### config.mk
export PLATFORM = sky130hd
export DESIGN_NAME = dds_command_word_decoder
export DESIGN_NICKNAME = d
export VERILOG_FILES = /design/src/sv/dcw_pkg.sv /design/src/sv/dds_command_word_decoder.sv /design/src/sv/dcw_front.sv /design/src/sv/dcw_op_queue.sv /design/src/sv/dcw_back.sv
export SDC_FILE = /design/constraint.sdc
export NUM_CORES = 1
export LEC_CHECK = 0
export ABC_CLOCK_PERIOD_IN_PS = 11940
export BUFFER_PORTS_ARGS = -buffer_cell sky130_fd_sc_hd__buf_2
export CAP_MARGIN = 20
export CORE_MARGIN = 2
export CORE_UTILIZATION = 25
export CTS_CLUSTER_DIAMETER = 80
export DETAILED_ROUTE_END_ITERATION = 6
export SYNTH_ARGS = -nofsm -noshare
export SYNTH_HDL_FRONTEND = slang
export SYNTH_SLANG_ARGS = --single-unit
### constraint.sdc
create_clock -name clk -period 11.94 [get_ports clk]
set_input_delay 0.597 -clock clk [delete_from_list [all_inputs] [get_ports clk]]
set_output_delay 0.597 -clock clk [all_outputs]
set_load 0.02 [all_outputs]
### src/sv/dcw_pkg.sv
// shared types and constants of the dds command word decoder
// no dependencies; imported by every module of the block
package dcw_pkg;

    // accumulator and output phase sizing
    localparam int ACC_BITS        = 28;
    localparam int PHASE_BITS      = 12;
    localparam int FREQ_BITS       = 28;
    localparam int HALF_BITS       = 14;
    localparam int PHASE_WORD_BITS = 12;
    localparam int OUT_PHASE_BITS  = 12;
    localparam int WORD_BITS       = 16;
    localparam int FREQ_EXT_BITS   = 32;
    localparam int OFF_PAD_BITS    = 16;
    localparam int OFF_EXT_BITS    = PHASE_WORD_BITS + OFF_PAD_BITS;
    localparam int SUM_EXT_BITS    = 32;

    // control register keeps its bits at their word positions
    localparam int CTL_BITS = 14;
    localparam logic [CTL_BITS-1:0] CTL_MASK = 14'h3DAA;
    localparam int CTL_B28     = 13;
    localparam int CTL_HLB     = 12;
    localparam int CTL_FSEL    = 11;
    localparam int CTL_PSEL    = 10;
    localparam int CTL_RESET   = 8;
    localparam int CTL_SLEEP1  = 7;
    localparam int CTL_OPBITEN = 5;
    localparam int CTL_DIV2    = 3;
    localparam int CTL_MODE    = 1;

    // command word field positions
    localparam int WORD_PHASE_SEL = 12;

    // item kind on the cmd field
    localparam logic CMD_TICK = 1'b1;

    // queue depths
    localparam int OPQ_DEPTH  = 4;
    localparam int OPQ_PTR_W  = $clog2(OPQ_DEPTH);
    localparam int OPQ_CNT_W  = $clog2(OPQ_DEPTH + 1);
    localparam int RESQ_DEPTH = 2;
    localparam int RESQ_PTR_W = $clog2(RESQ_DEPTH);
    localparam int RESQ_CNT_W = $clog2(RESQ_DEPTH + 1);

    // wave mode codes
    localparam logic [1:0] WAVE_SINE     = 2'd0;
    localparam logic [1:0] WAVE_TRIANGLE = 2'd1;
    localparam logic [1:0] WAVE_SQUARE   = 2'd2;

    // routing field of a command word
    typedef enum logic [1:0] {
        ROUTE_CTRL  = 2'b00,
        ROUTE_FREQ0 = 2'b01,
        ROUTE_FREQ1 = 2'b10,
        ROUTE_PHASE = 2'b11
    } route_t;

    // decoded operation kinds
    typedef enum logic [1:0] {
        OP_TICK,
        OP_CTRL,
        OP_FREQ,
        OP_PHASE
    } op_kind_t;

    typedef struct packed {
        logic                 cmd;
        logic [WORD_BITS-1:0] word;
    } item_t;

    typedef struct packed {
        logic [OUT_PHASE_BITS-1:0] out_phase;
        logic [1:0]                wave_mode;
        logic                      square_bit;
        logic                      in_reset;
    } result_t;

    // decoded operation handed from front to back
    typedef struct packed {
        op_kind_t             kind;
        logic                 index;
        logic [HALF_BITS-1:0] data;
    } op_t;

endpackage

### src/sv/dds_command_word_decoder.sv
// Device side of a DDS serial word interface with a 28-bit phase accumulator. Each
// transaction is a 16-bit command word or one master clock tick, and each yields one
// result: output phase, wave mode, square bit and the reset flag. The block sustains
// one transaction per cycle while full is low; a transaction passes one register stage
// in the operation queue and one in the result buffer, and the execute stage between
// them is combinational, with the frequency add into the accumulator and the phase
// offset add both done there. A four-entry operation queue and a two-entry result
// buffer absorb stalls on either side.
// top level; depends on dcw_pkg, dcw_front, dcw_op_queue and dcw_back
module dds_command_word_decoder (
    input  logic             clk,
    input  logic             rst_n,
    input  logic             push,
    output logic             full,
    input  dcw_pkg::item_t   item,
    output logic             empty,
    input  logic             pop,
    output dcw_pkg::result_t result
);
    import dcw_pkg::*;

    op_t  dec_op;
    op_t  q_op;
    logic q_valid;
    logic q_take;

    // decode incoming transactions
    dcw_front u_front (
        .item (item),
        .op   (dec_op)
    );

    // queue between decode and execute
    dcw_op_queue u_queue (
        .clk   (clk),
        .rst_n (rst_n),
        .wr_en (push),
        .wr_op (dec_op),
        .full  (full),
        .rd_en (q_take),
        .valid (q_valid),
        .rd_op (q_op)
    );

    // execute and buffer results
    dcw_back u_back (
        .clk      (clk),
        .rst_n    (rst_n),
        .op_valid (q_valid),
        .op       (q_op),
        .op_take  (q_take),
        .pop      (pop),
        .empty    (empty),
        .result   (result)
    );

endmodule

### src/sv/dcw_front.sv
// front end: classifies an incoming transaction into a decoded operation
// depends on dcw_pkg
module dcw_front (
    input  dcw_pkg::item_t item,
    output dcw_pkg::op_t   op
);
    import dcw_pkg::*;

    route_t route;

    // route on the top two bits, ticks bypass the word
    always_comb
    begin
        route    = route_t'(item.word[WORD_BITS-1 -: 2]);
        op.kind  = OP_TICK;
        op.index = 1'b0;
        op.data  = '0;
        if (item.cmd == CMD_TICK)
        begin
            op.kind = OP_TICK;
        end
        else
        begin
            case (route)
                ROUTE_CTRL:
                begin
                    op.kind = OP_CTRL;
                    op.data = item.word[HALF_BITS-1:0] & CTL_MASK;
                end
                ROUTE_FREQ0, ROUTE_FREQ1:
                begin
                    op.kind  = OP_FREQ;
                    op.index = (route == ROUTE_FREQ1);
                    op.data  = item.word[HALF_BITS-1:0];
                end
                ROUTE_PHASE:
                begin
                    op.kind  = OP_PHASE;
                    op.index = item.word[WORD_PHASE_SEL];
                    op.data  = HALF_BITS'(item.word[PHASE_WORD_BITS-1:0]);
                end
                default:
                begin
                    op.kind = OP_TICK;
                end
            endcase
        end
    end

endmodule

### src/sv/dcw_op_queue.sv
// short queue of decoded operations between front and back
// depends on dcw_pkg
module dcw_op_queue (
    input  logic         clk,
    input  logic         rst_n,
    input  logic         wr_en,
    input  dcw_pkg::op_t wr_op,
    output logic         full,
    input  logic         rd_en,
    output logic         valid,
    output dcw_pkg::op_t rd_op
);
    import dcw_pkg::*;

    op_t                  slot_reg [OPQ_DEPTH];
    logic [OPQ_PTR_W-1:0] wr_ptr_reg, wr_ptr_next;
    logic [OPQ_PTR_W-1:0] rd_ptr_reg, rd_ptr_next;
    logic [OPQ_CNT_W-1:0] count_reg, count_next;
    logic                 do_wr, do_rd;

    assign full  = (count_reg == OPQ_CNT_W'(OPQ_DEPTH));
    assign valid = (count_reg != '0);
    assign rd_op = slot_reg[rd_ptr_reg];
    assign do_wr = wr_en && !full;
    assign do_rd = rd_en && valid;

    // pointer and occupancy update
    always_comb
    begin
        wr_ptr_next = wr_ptr_reg;
        rd_ptr_next = rd_ptr_reg;
        count_next  = count_reg;
        if (do_wr)
        begin
            wr_ptr_next = (wr_ptr_reg == OPQ_PTR_W'(OPQ_DEPTH - 1)) ? '0 : wr_ptr_reg + 1'b1;
        end
        if (do_rd)
        begin
            rd_ptr_next = (rd_ptr_reg == OPQ_PTR_W'(OPQ_DEPTH - 1)) ? '0 : rd_ptr_reg + 1'b1;
        end
        if (do_wr && !do_rd)
        begin
            count_next = count_reg + 1'b1;
        end
        else if (do_rd && !do_wr)
        begin
            count_next = count_reg - 1'b1;
        end
    end

    always_ff @(posedge clk or negedge rst_n)
    begin
        if (!rst_n)
        begin
            wr_ptr_reg <= '0;
            rd_ptr_reg <= '0;
            count_reg  <= '0;
        end
        else
        begin
            wr_ptr_reg <= wr_ptr_next;
            rd_ptr_reg <= rd_ptr_next;
            count_reg  <= count_next;
        end
    end

    // storage slots
    always_ff @(posedge clk)
    begin
        if (do_wr)
        begin
            slot_reg[wr_ptr_reg] <= wr_op;
        end
    end

endmodule

### src/sv/dcw_back.sv
// back end: register file, phase accumulator and result buffer
// depends on dcw_pkg
module dcw_back (
    input  logic            clk,
    input  logic            rst_n,
    input  logic            op_valid,
    input  dcw_pkg::op_t    op,
    output logic            op_take,
    input  logic            pop,
    output logic            empty,
    output dcw_pkg::result_t result
);
    import dcw_pkg::*;

    // architectural state
    logic [CTL_BITS-1:0]        ctl_reg, ctl_next;
    logic [FREQ_BITS-1:0]       freq_reg [2];
    logic [FREQ_BITS-1:0]       freq_next [2];
    logic [PHASE_WORD_BITS-1:0] phase_reg [2];
    logic [PHASE_WORD_BITS-1:0] phase_next [2];
    logic                       pend_reg, pend_next;
    logic [HALF_BITS-1:0]       hold_reg, hold_next;
    logic [ACC_BITS-1:0]        acc_reg, acc_next;
    logic                       msb_prev_reg, msb_prev_next;
    logic                       toggle_reg, toggle_next;

    // result buffer
    result_t                 res_slot_reg [RESQ_DEPTH];
    logic [RESQ_PTR_W-1:0]   res_wr_reg, res_wr_next;
    logic [RESQ_PTR_W-1:0]   res_rd_reg, res_rd_next;
    logic [RESQ_CNT_W-1:0]   res_cnt_reg, res_cnt_next;

    logic                       pop_take;
    logic                       room;
    logic [FREQ_EXT_BITS-1:0]   freq_ext;
    logic                       msb;
    logic [OFF_EXT_BITS-1:0]    off_ext;
    logic [PHASE_BITS-1:0]      top;
    logic [PHASE_BITS-1:0]      sum;
    logic [SUM_EXT_BITS-1:0]    sum_ext;
    result_t                    res_new;

    assign empty    = (res_cnt_reg == '0);
    assign result   = res_slot_reg[res_rd_reg];
    assign pop_take = pop && !empty;
    assign room     = (res_cnt_reg != RESQ_CNT_W'(RESQ_DEPTH)) || pop_take;
    assign op_take  = op_valid && room;
    assign freq_ext = FREQ_EXT_BITS'(freq_reg[ctl_reg[CTL_FSEL]]);

    // execute one operation against the register file
    always_comb
    begin
        ctl_next      = ctl_reg;
        freq_next     = freq_reg;
        phase_next    = phase_reg;
        pend_next     = pend_reg;
        hold_next     = hold_reg;
        acc_next      = acc_reg;
        if (op_take)
        begin
            case (op.kind)
                OP_TICK:
                begin
                    if (ctl_reg[CTL_RESET])
                    begin
                        acc_next = '0;
                    end
                    else if (!ctl_reg[CTL_SLEEP1])
                    begin
                        acc_next = acc_reg + freq_ext[ACC_BITS-1:0];
                    end
                end
                OP_CTRL:
                begin
                    ctl_next  = op.data;
                    pend_next = 1'b0;
                    if (op.data[CTL_RESET])
                    begin
                        acc_next = '0;
                    end
                end
                OP_PHASE:
                begin
                    phase_next[op.index] = op.data[PHASE_WORD_BITS-1:0];
                end
                OP_FREQ:
                begin
                    if (ctl_reg[CTL_B28])
                    begin
                        if (!pend_reg)
                        begin
                            hold_next = op.data;
                            pend_next = 1'b1;
                        end
                        else
                        begin
                            freq_next[op.index] = {op.data, hold_reg};
                            pend_next           = 1'b0;
                        end
                    end
                    else
                    begin
                        pend_next = 1'b0;
                        if (ctl_reg[CTL_HLB])
                        begin
                            freq_next[op.index][FREQ_BITS-1:HALF_BITS] = op.data;
                        end
                        else
                        begin
                            freq_next[op.index][HALF_BITS-1:0] = op.data;
                        end
                    end
                end
                default:
                begin
                    pend_next = pend_reg;
                end
            endcase
        end
    end

    // msb edge tracking and output formatting from the updated state
    always_comb
    begin
        msb           = acc_next[ACC_BITS-1];
        msb_prev_next = msb_prev_reg;
        toggle_next   = toggle_reg;
        if (op_take)
        begin
            msb_prev_next = msb;
            toggle_next   = toggle_reg ^ (msb && !msb_prev_reg);
        end
        off_ext = {phase_next[ctl_next[CTL_PSEL]], OFF_PAD_BITS'(0)};
        top     = acc_next[ACC_BITS-1 -: PHASE_BITS];
        sum     = top + off_ext[OFF_EXT_BITS-1 -: PHASE_BITS];
        sum_ext = SUM_EXT_BITS'(sum);
        res_new.out_phase = sum_ext[OUT_PHASE_BITS-1:0];
        if (ctl_next[CTL_OPBITEN])
        begin
            res_new.wave_mode  = WAVE_SQUARE;
            res_new.square_bit = ctl_next[CTL_DIV2] ? msb : toggle_next;
        end
        else
        begin
            res_new.wave_mode  = ctl_next[CTL_MODE] ? WAVE_TRIANGLE : WAVE_SINE;
            res_new.square_bit = 1'b0;
        end
        res_new.in_reset = ctl_next[CTL_RESET];
    end

    // result buffer pointers
    always_comb
    begin
        res_wr_next  = res_wr_reg;
        res_rd_next  = res_rd_reg;
        res_cnt_next = res_cnt_reg;
        if (op_take)
        begin
            res_wr_next = (res_wr_reg == RESQ_PTR_W'(RESQ_DEPTH - 1)) ? '0 : res_wr_reg + 1'b1;
        end
        if (pop_take)
        begin
            res_rd_next = (res_rd_reg == RESQ_PTR_W'(RESQ_DEPTH - 1)) ? '0 : res_rd_reg + 1'b1;
        end
        if (op_take && !pop_take)
        begin
            res_cnt_next = res_cnt_reg + 1'b1;
        end
        else if (pop_take && !op_take)
        begin
            res_cnt_next = res_cnt_reg - 1'b1;
        end
    end

    // state registers
    always_ff @(posedge clk or negedge rst_n)
    begin
        if (!rst_n)
        begin
            ctl_reg      <= '0;
            freq_reg[0]  <= '0;
            freq_reg[1]  <= '0;
            phase_reg[0] <= '0;
            phase_reg[1] <= '0;
            pend_reg     <= 1'b0;
            hold_reg     <= '0;
            acc_reg      <= '0;
            msb_prev_reg <= 1'b0;
            toggle_reg   <= 1'b0;
            res_wr_reg   <= '0;
            res_rd_reg   <= '0;
            res_cnt_reg  <= '0;
        end
        else
        begin
            ctl_reg      <= ctl_next;
            freq_reg     <= freq_next;
            phase_reg    <= phase_next;
            pend_reg     <= pend_next;
            hold_reg     <= hold_next;
            acc_reg      <= acc_next;
            msb_prev_reg <= msb_prev_next;
            toggle_reg   <= toggle_next;
            res_wr_reg   <= res_wr_next;
            res_rd_reg   <= res_rd_next;
            res_cnt_reg  <= res_cnt_next;
        end
    end

    // result slots
    always_ff @(posedge clk)
    begin
        if (op_take)
        begin
            res_slot_reg[res_wr_reg] <= res_new;
        end
    end

endmodule

# Word-level counts from Yosys, hierarchy flattened
# Memories as Yosys holds them, arrays and structs flattened.
# Cells that the tools add are included.
[word_totals]
reg_bits = 150
ramBits = 100
input_bits = 21
elab_cells = 138
memories = 2
[classes]
addsub = 10
magnitude_cmp = 4
n_eq_ne = 13
muxes = 54
bitwise = 5
reduce_logical = 32
[memory_table]
columns = ["memory", "words", "word_bits", "rd", "rd_ports_with_merged_regs", "wr", "line_no", "rtl"]
rows = [
  ["u_queue.slot_reg", 4, 17, 1, 0, 1, "dcw_op_queue.sv:15", "op_t slot_reg [OPQ_DEPTH];"],
  ["u_back.res_slot_reg", 2, 16, 1, 0, 1, "dcw_back.sv:28", "result_t res_slot_reg [RESQ_DEPTH];"],
]
[op_table]
columns = ["cell", "n"]
rows = [
  ["two-way mux 28 bit", 9],
  ["bitwise mux 56 bit", 3],
  ["two-way mux 56 bit", 3],
  ["demux 28 bit (select 1 bit)", 3],
  ["one-hot mux 28 bit (2 select lines)", 1],
  ["two-way mux 12 bit", 4],
  ["two-way mux 24 bit", 2],
  ["one-hot mux 14 bit (3 select lines)", 1],
  ["adder 28 bit", 1],
  ["bitwise mux 24 bit", 1],
  ["two-way mux 11 bit", 2],
  ["two-way mux 15 bit", 1],
  ["two-way mux 14 bit", 1],
  ["adder 12 bit", 1],
  ["demux 12 bit (select 1 bit)", 1],
  ["== test 2 bit, second input constant", 6],
  ["two-way mux 1 bit", 11],
  ["logical AND 1 bit", 10],
  ["two-way mux 2 bit", 5],
  ["two-way mux 3 bit", 3],
  ["AND reduction 4 bit", 2],
  ["nonzero test 2 bit", 4],
  ["zero test 1 bit", 7],
  ["adder 2 x 1 -> 2 bit, second input constant", 3],
  ["22 further kinds", 33],
]

# Longest topological paths before layout
[logic_depth]
depth_word = 14
ltp_mapped = 23
mapped_depth_nobuf = 22

# Hierarchy
# A second synthesis with hierarchy kept.
[hier_totals]
cells_unflattened = 898
area_unflattened_um2 = 12007.8
[by_module_without_submodules]
columns = ["module", "instances", "cells_each", "area_each_um2"]
rows = [
  ["dcw_back", 1, 744, 8854.7],
  ["dcw_op_queue", 1, 126, 2959.1],
  ["dcw_front", 1, 28, 193.9],
]

# Worst setup path after synthesis
# No wires, ideal clock.
[synth_path]
path_kind = "register to register"
from = "reg u_back.ctl_reg[11]"
to = "mem u_back.res_slot_reg[0][15] (netlist name), data pin"
setup_ns = 0.267
arrival_ns = 5.060
t_required_ns = 11.673
path_slack_ns = 6.613
path_stages_with_launch = 23
n_path_buf = 1
period_less_slack_ns = 5.327
path_cell_list = "dfrtp_1 clkbuf_1 mux2_2 ha_1 fa_1 a211oi_1 o21ai_1 a31oi_1 o21ai_1 a31oi_1 o31ai_1 a31oi_1 xor2_1 o21ai_0 ha_1 or3_1 o21ai_0 a211oi_1 o31a_1 o21ai_1 nand2b_1 xnor2_1 xor2_1"
[synth_lines]
columns = ["item", "line_no", "rtl"]
rows = [
  ["from (decl)", "dcw_back.sv:16", "logic [CTL_BITS-1:0] ctl_reg, ctl_next;"],
  ["from (signal assigned)", "dcw_back.sv:196", "ctl_reg <= ctl_next;"],
  ["to (decl)", "dcw_back.sv:28", ""],
]

==> flow_metrics.py <==
metrics = {
    "power": {
        "p_total_mw": 4.382,
        "p_leak_nw": 5.625,
        "power.density_nw_per_um2": 318.2,
        "peakVddDrop_mv": 0.2184,
    },
    "synth": {
        "synth.most_common_cell": "dfrtp_1",
        "avgSynthCellArea_um2": 12.80,
        "async_flop_share": 0.5918,
        "syn_nets": 1003,
        "synth_edf_count": 100,
        "synth_area_leaders": "dfrtp_1 31%, edfxtp_1 25%, mux2_2 11%",
        "ys_seq_elements": 245,
        "synth_largest_area_cell": "dfrtp_1",
        "syn_inst": 928,
        "synth_seq_area_share": 0.5585,
        "yosysWarnings": 0,
        "synth_ff_type": "dfrtp_1",
        "yosysUniqueCellTypes": 66,
        "synth_commonest_cells": "145 x dfrtp_1, 115 x mux2_2, 100 x edfxtp_1",
        "synthesis.area_um2": 11870,
        "synth_top_cell_area_share": 0.3056,
    },
    "floorplan": {
        "core_area_um2": 46750,
        "die_w_um": 221.9,
        "rows": 79,
        "die_h_um": 221.9,
        "ios": 39,
        "die_area_um2": 49260,
        "start_util": 0.2540,
    },
    "global_routing": {
        "gr-usage-all-layers": 0.1057,
        "grt_max_degree": 80,
        "antenna_found_initial": 0,
        "grt_pass1_vias": 7532,
        "overflow": 0,
        "grt_pass1_wl_um": 42180,
    },
    "final_layout": {
        "area.growth.synth_to_final_pct": 15.96,
        "nNetsFinal": 1046,
        "n_antenna_cell": 0,
        "drive_gt1_frac": 0.2500,
        "largest_reg_flops": 68,
        "finalCoreUtilization": 0.2945,
    },
    "worst_setup_path": {
        "crit_chain": "mux2_2, ha_1, fa_1, a211oi_1, o21ai_1, a31oi_1, o21ai_1, a31oi_1, o31ai_1, a31oi_1, xor2_1, o21ai_0, ha_1, or3_1, o21ai_0, a211oi_1, o31a_1, o21ai_1, nand2b_1, xnor2_1, xor2_1",
        "crit_end": "u_back.res_slot_reg[0][15]",
        "crit_type": "flop to flop",
        "critPathArrivalTime_ps": 6230,
        "r2r_cells": 21,
        "crit_fanout": 6,
        "crit_start": "u_back.ctl_reg[11]",
        "r2r_end": "u_back.res_slot_reg[0][15]",
        "end_kind": "flop",
        "r2r_setup_slack_ps": 5980,
        "timing.rr.start": "u_back.ctl_reg[11]",
        "slowest_stage": "a31oi_1",
        "setup.worst_path.start_class": "flop",
        "critPathRequiredTime_ps": 12220,
        "slowest_delay_ps": 540,
    },
    "clocking": {
        "clockBufferDepth": 3,
        "h-tree-depth": 1,
        "clk_latency_ps": 550,
        "clkTransAtPathRegs_ps": 60,
        "post_cts_hold_buffer_count": 0,
        "cts_made_buffers": 27,
        "cts_resized": 0,
        "cts-root-buf": "clkbuf_16",
        "tritoncts": "built",
        "cts_setup_buffers": 0,
        "clkSinkCount": 245,
    },
    "placed_design": {
        "place_hpwl_um": 18020,
        "gp_congestion": 0.8397,
        "place_ws_ps": 6082,
        "io_buffers": 38,
    },
    "detailed_routing": {
        "first_iter_violations": 505,
        "post_drt_wl_per_cell_um": 16.33,
        "drc": 0,
        "postRouteAntennaNets": 0,
        "drtPass1Iterations": 5,
        "wl_um": 26110,
        "vias_per_cell": 4.591,
        "vias": 7341,
    },
    "timing": {
        "setup_tns_ps": 0,
        "worstMarginPinSlew_ps": 954.5,
        "clock.fmax_mhz": 167.8,
        "post-route-worst-setup-slack_ps": 5981,
        "fin_crit_sh": 0.4991,
        "rsz0062_at_grt": "no",
        "hold_viol": 0,
        "maxSlewHeadroom": 0.3613,
        "layout_min_cycle_time_ps": 5959,
        "fin_hold_ws_ps": 60.96,
        "slew_violations": 0,
        "clock-skew-final_ps": 20.37,
        "final-setup-viol-count": 0,
    },
    "min_path": {
        "hold_class": "primary input to asynchronous set/reset pin",
    },
    "run_status": {
        "run_status": "complete, no violations",
    },
    "run": {
        "drv_cap": 0,
    },
}
==> metrics by stage <==
stage,cell area (µm²),instances
after floorplan,11870,928
after global placement,12770,1548
after detailed placement,12770,1548
after CTS,13740,1598
after global routing,13770,1599
final,13770,1599
==> layout by cell type, fill, tap and decap left out, types with 7 or more instances in the layout <==
cell type  netlist  routed
mux4_2          17      17
edfxtp_1       100     100
nor2_1          78      78
ha_1            51      51
buf_4            0       9
clkbuf_16        0      28
xnor2_1         22      22
o21ai_0         41      41
xor2_1          19      19
o21bai_1         7       7
buf_2            4      37
dfrtp_1        145     145
a22oi_1         22      22
nor2b_1         12      12
and2_1          13      13
a22o_1          12      12
nand3_1          7       7
a21o_1          13      13
a31oi_1          7       7
nand2_1         60      60
mux2_2         115     115
a21oi_1         46      46
inv_1           22      22
nor3_1           9       8
==> how the worst min path moves through the flow <==
stage                        start                    end  slack [ps]  cells past startpoint
2_1_floorplan                rst_n      u_back.acc_reg[0]         300                      0
3_3_place_gp   u_back.freq_reg[10]    u_back.freq_reg[10]         460                      2
3_5_place_dp   u_back.freq_reg[11]    u_back.freq_reg[11]         470                      2
4_1_cts                      rst_n  u_queue.wr_ptr_reg[0]          60                      1
5_1_grt                      rst_n   u_back.phase_reg[22]         100                      1
6_report                     rst_n  u_queue.wr_ptr_reg[0]          60                      1
==> report_power, final <==
part	switching, mW	internal (mW)
Clock	0.350	0.536
Combinational	1.18	0.829
Sequential	0.184	1.30
Total	1.71	2.67
==> metal layers <==
metal | vias up | track usage | routed length (µm)
met2 | 140 | 0.1790 | 12570
met4 | 0 | 0.02637 | 487
met5 | - | 0 | 0
li1 | 3511 | - | -
met1 | 3662 | 0.1420 | 12020
met3 | 28 | 0.01550 | 1035
==> cell families (layout without fill, tap and decap cells) <==
| logic type | Yosys count | count (layout) | synth area share |
|---|---|---|---|
| flops | 245 | 245 | 0.5585 |
| simple gates | 203 | 203 | 0.07966 |
| mux | 140 | 140 | 0.1483 |
| buf+inv | 56 | 120 | 0.01897 |
| xor+xnor | 41 | 41 | 0.03024 |
| compound gates | 189 | 189 | 0.1056 |
| fa+ha+maj | 54 | 54 | 0.05880 |
==> cell type report <==
class | instances | area [µm²]
clock inverter | 15 | 188.9
tap | 607 | 759.5
timing repair buffer | 48 | 291.5
sequential | 245 | 6631
clock buffer | 35 | 787.0
fill | 4685 | 32980
inverter | 22 | 82.58
multi-input combinational | 627 | 5029
==> worst max-delay path: cells and delay by family (launching register included) <==
family / cells / cell delay (ps)
compound gates: 12 / 2870
xor+xnor: 3 / 480
fa+ha+maj: 3 / 1090
flops: 1 / 450
mux: 1 / 360
simple gates: 2 / 450
Note: power is estimated with default switching activity, not from simulation.
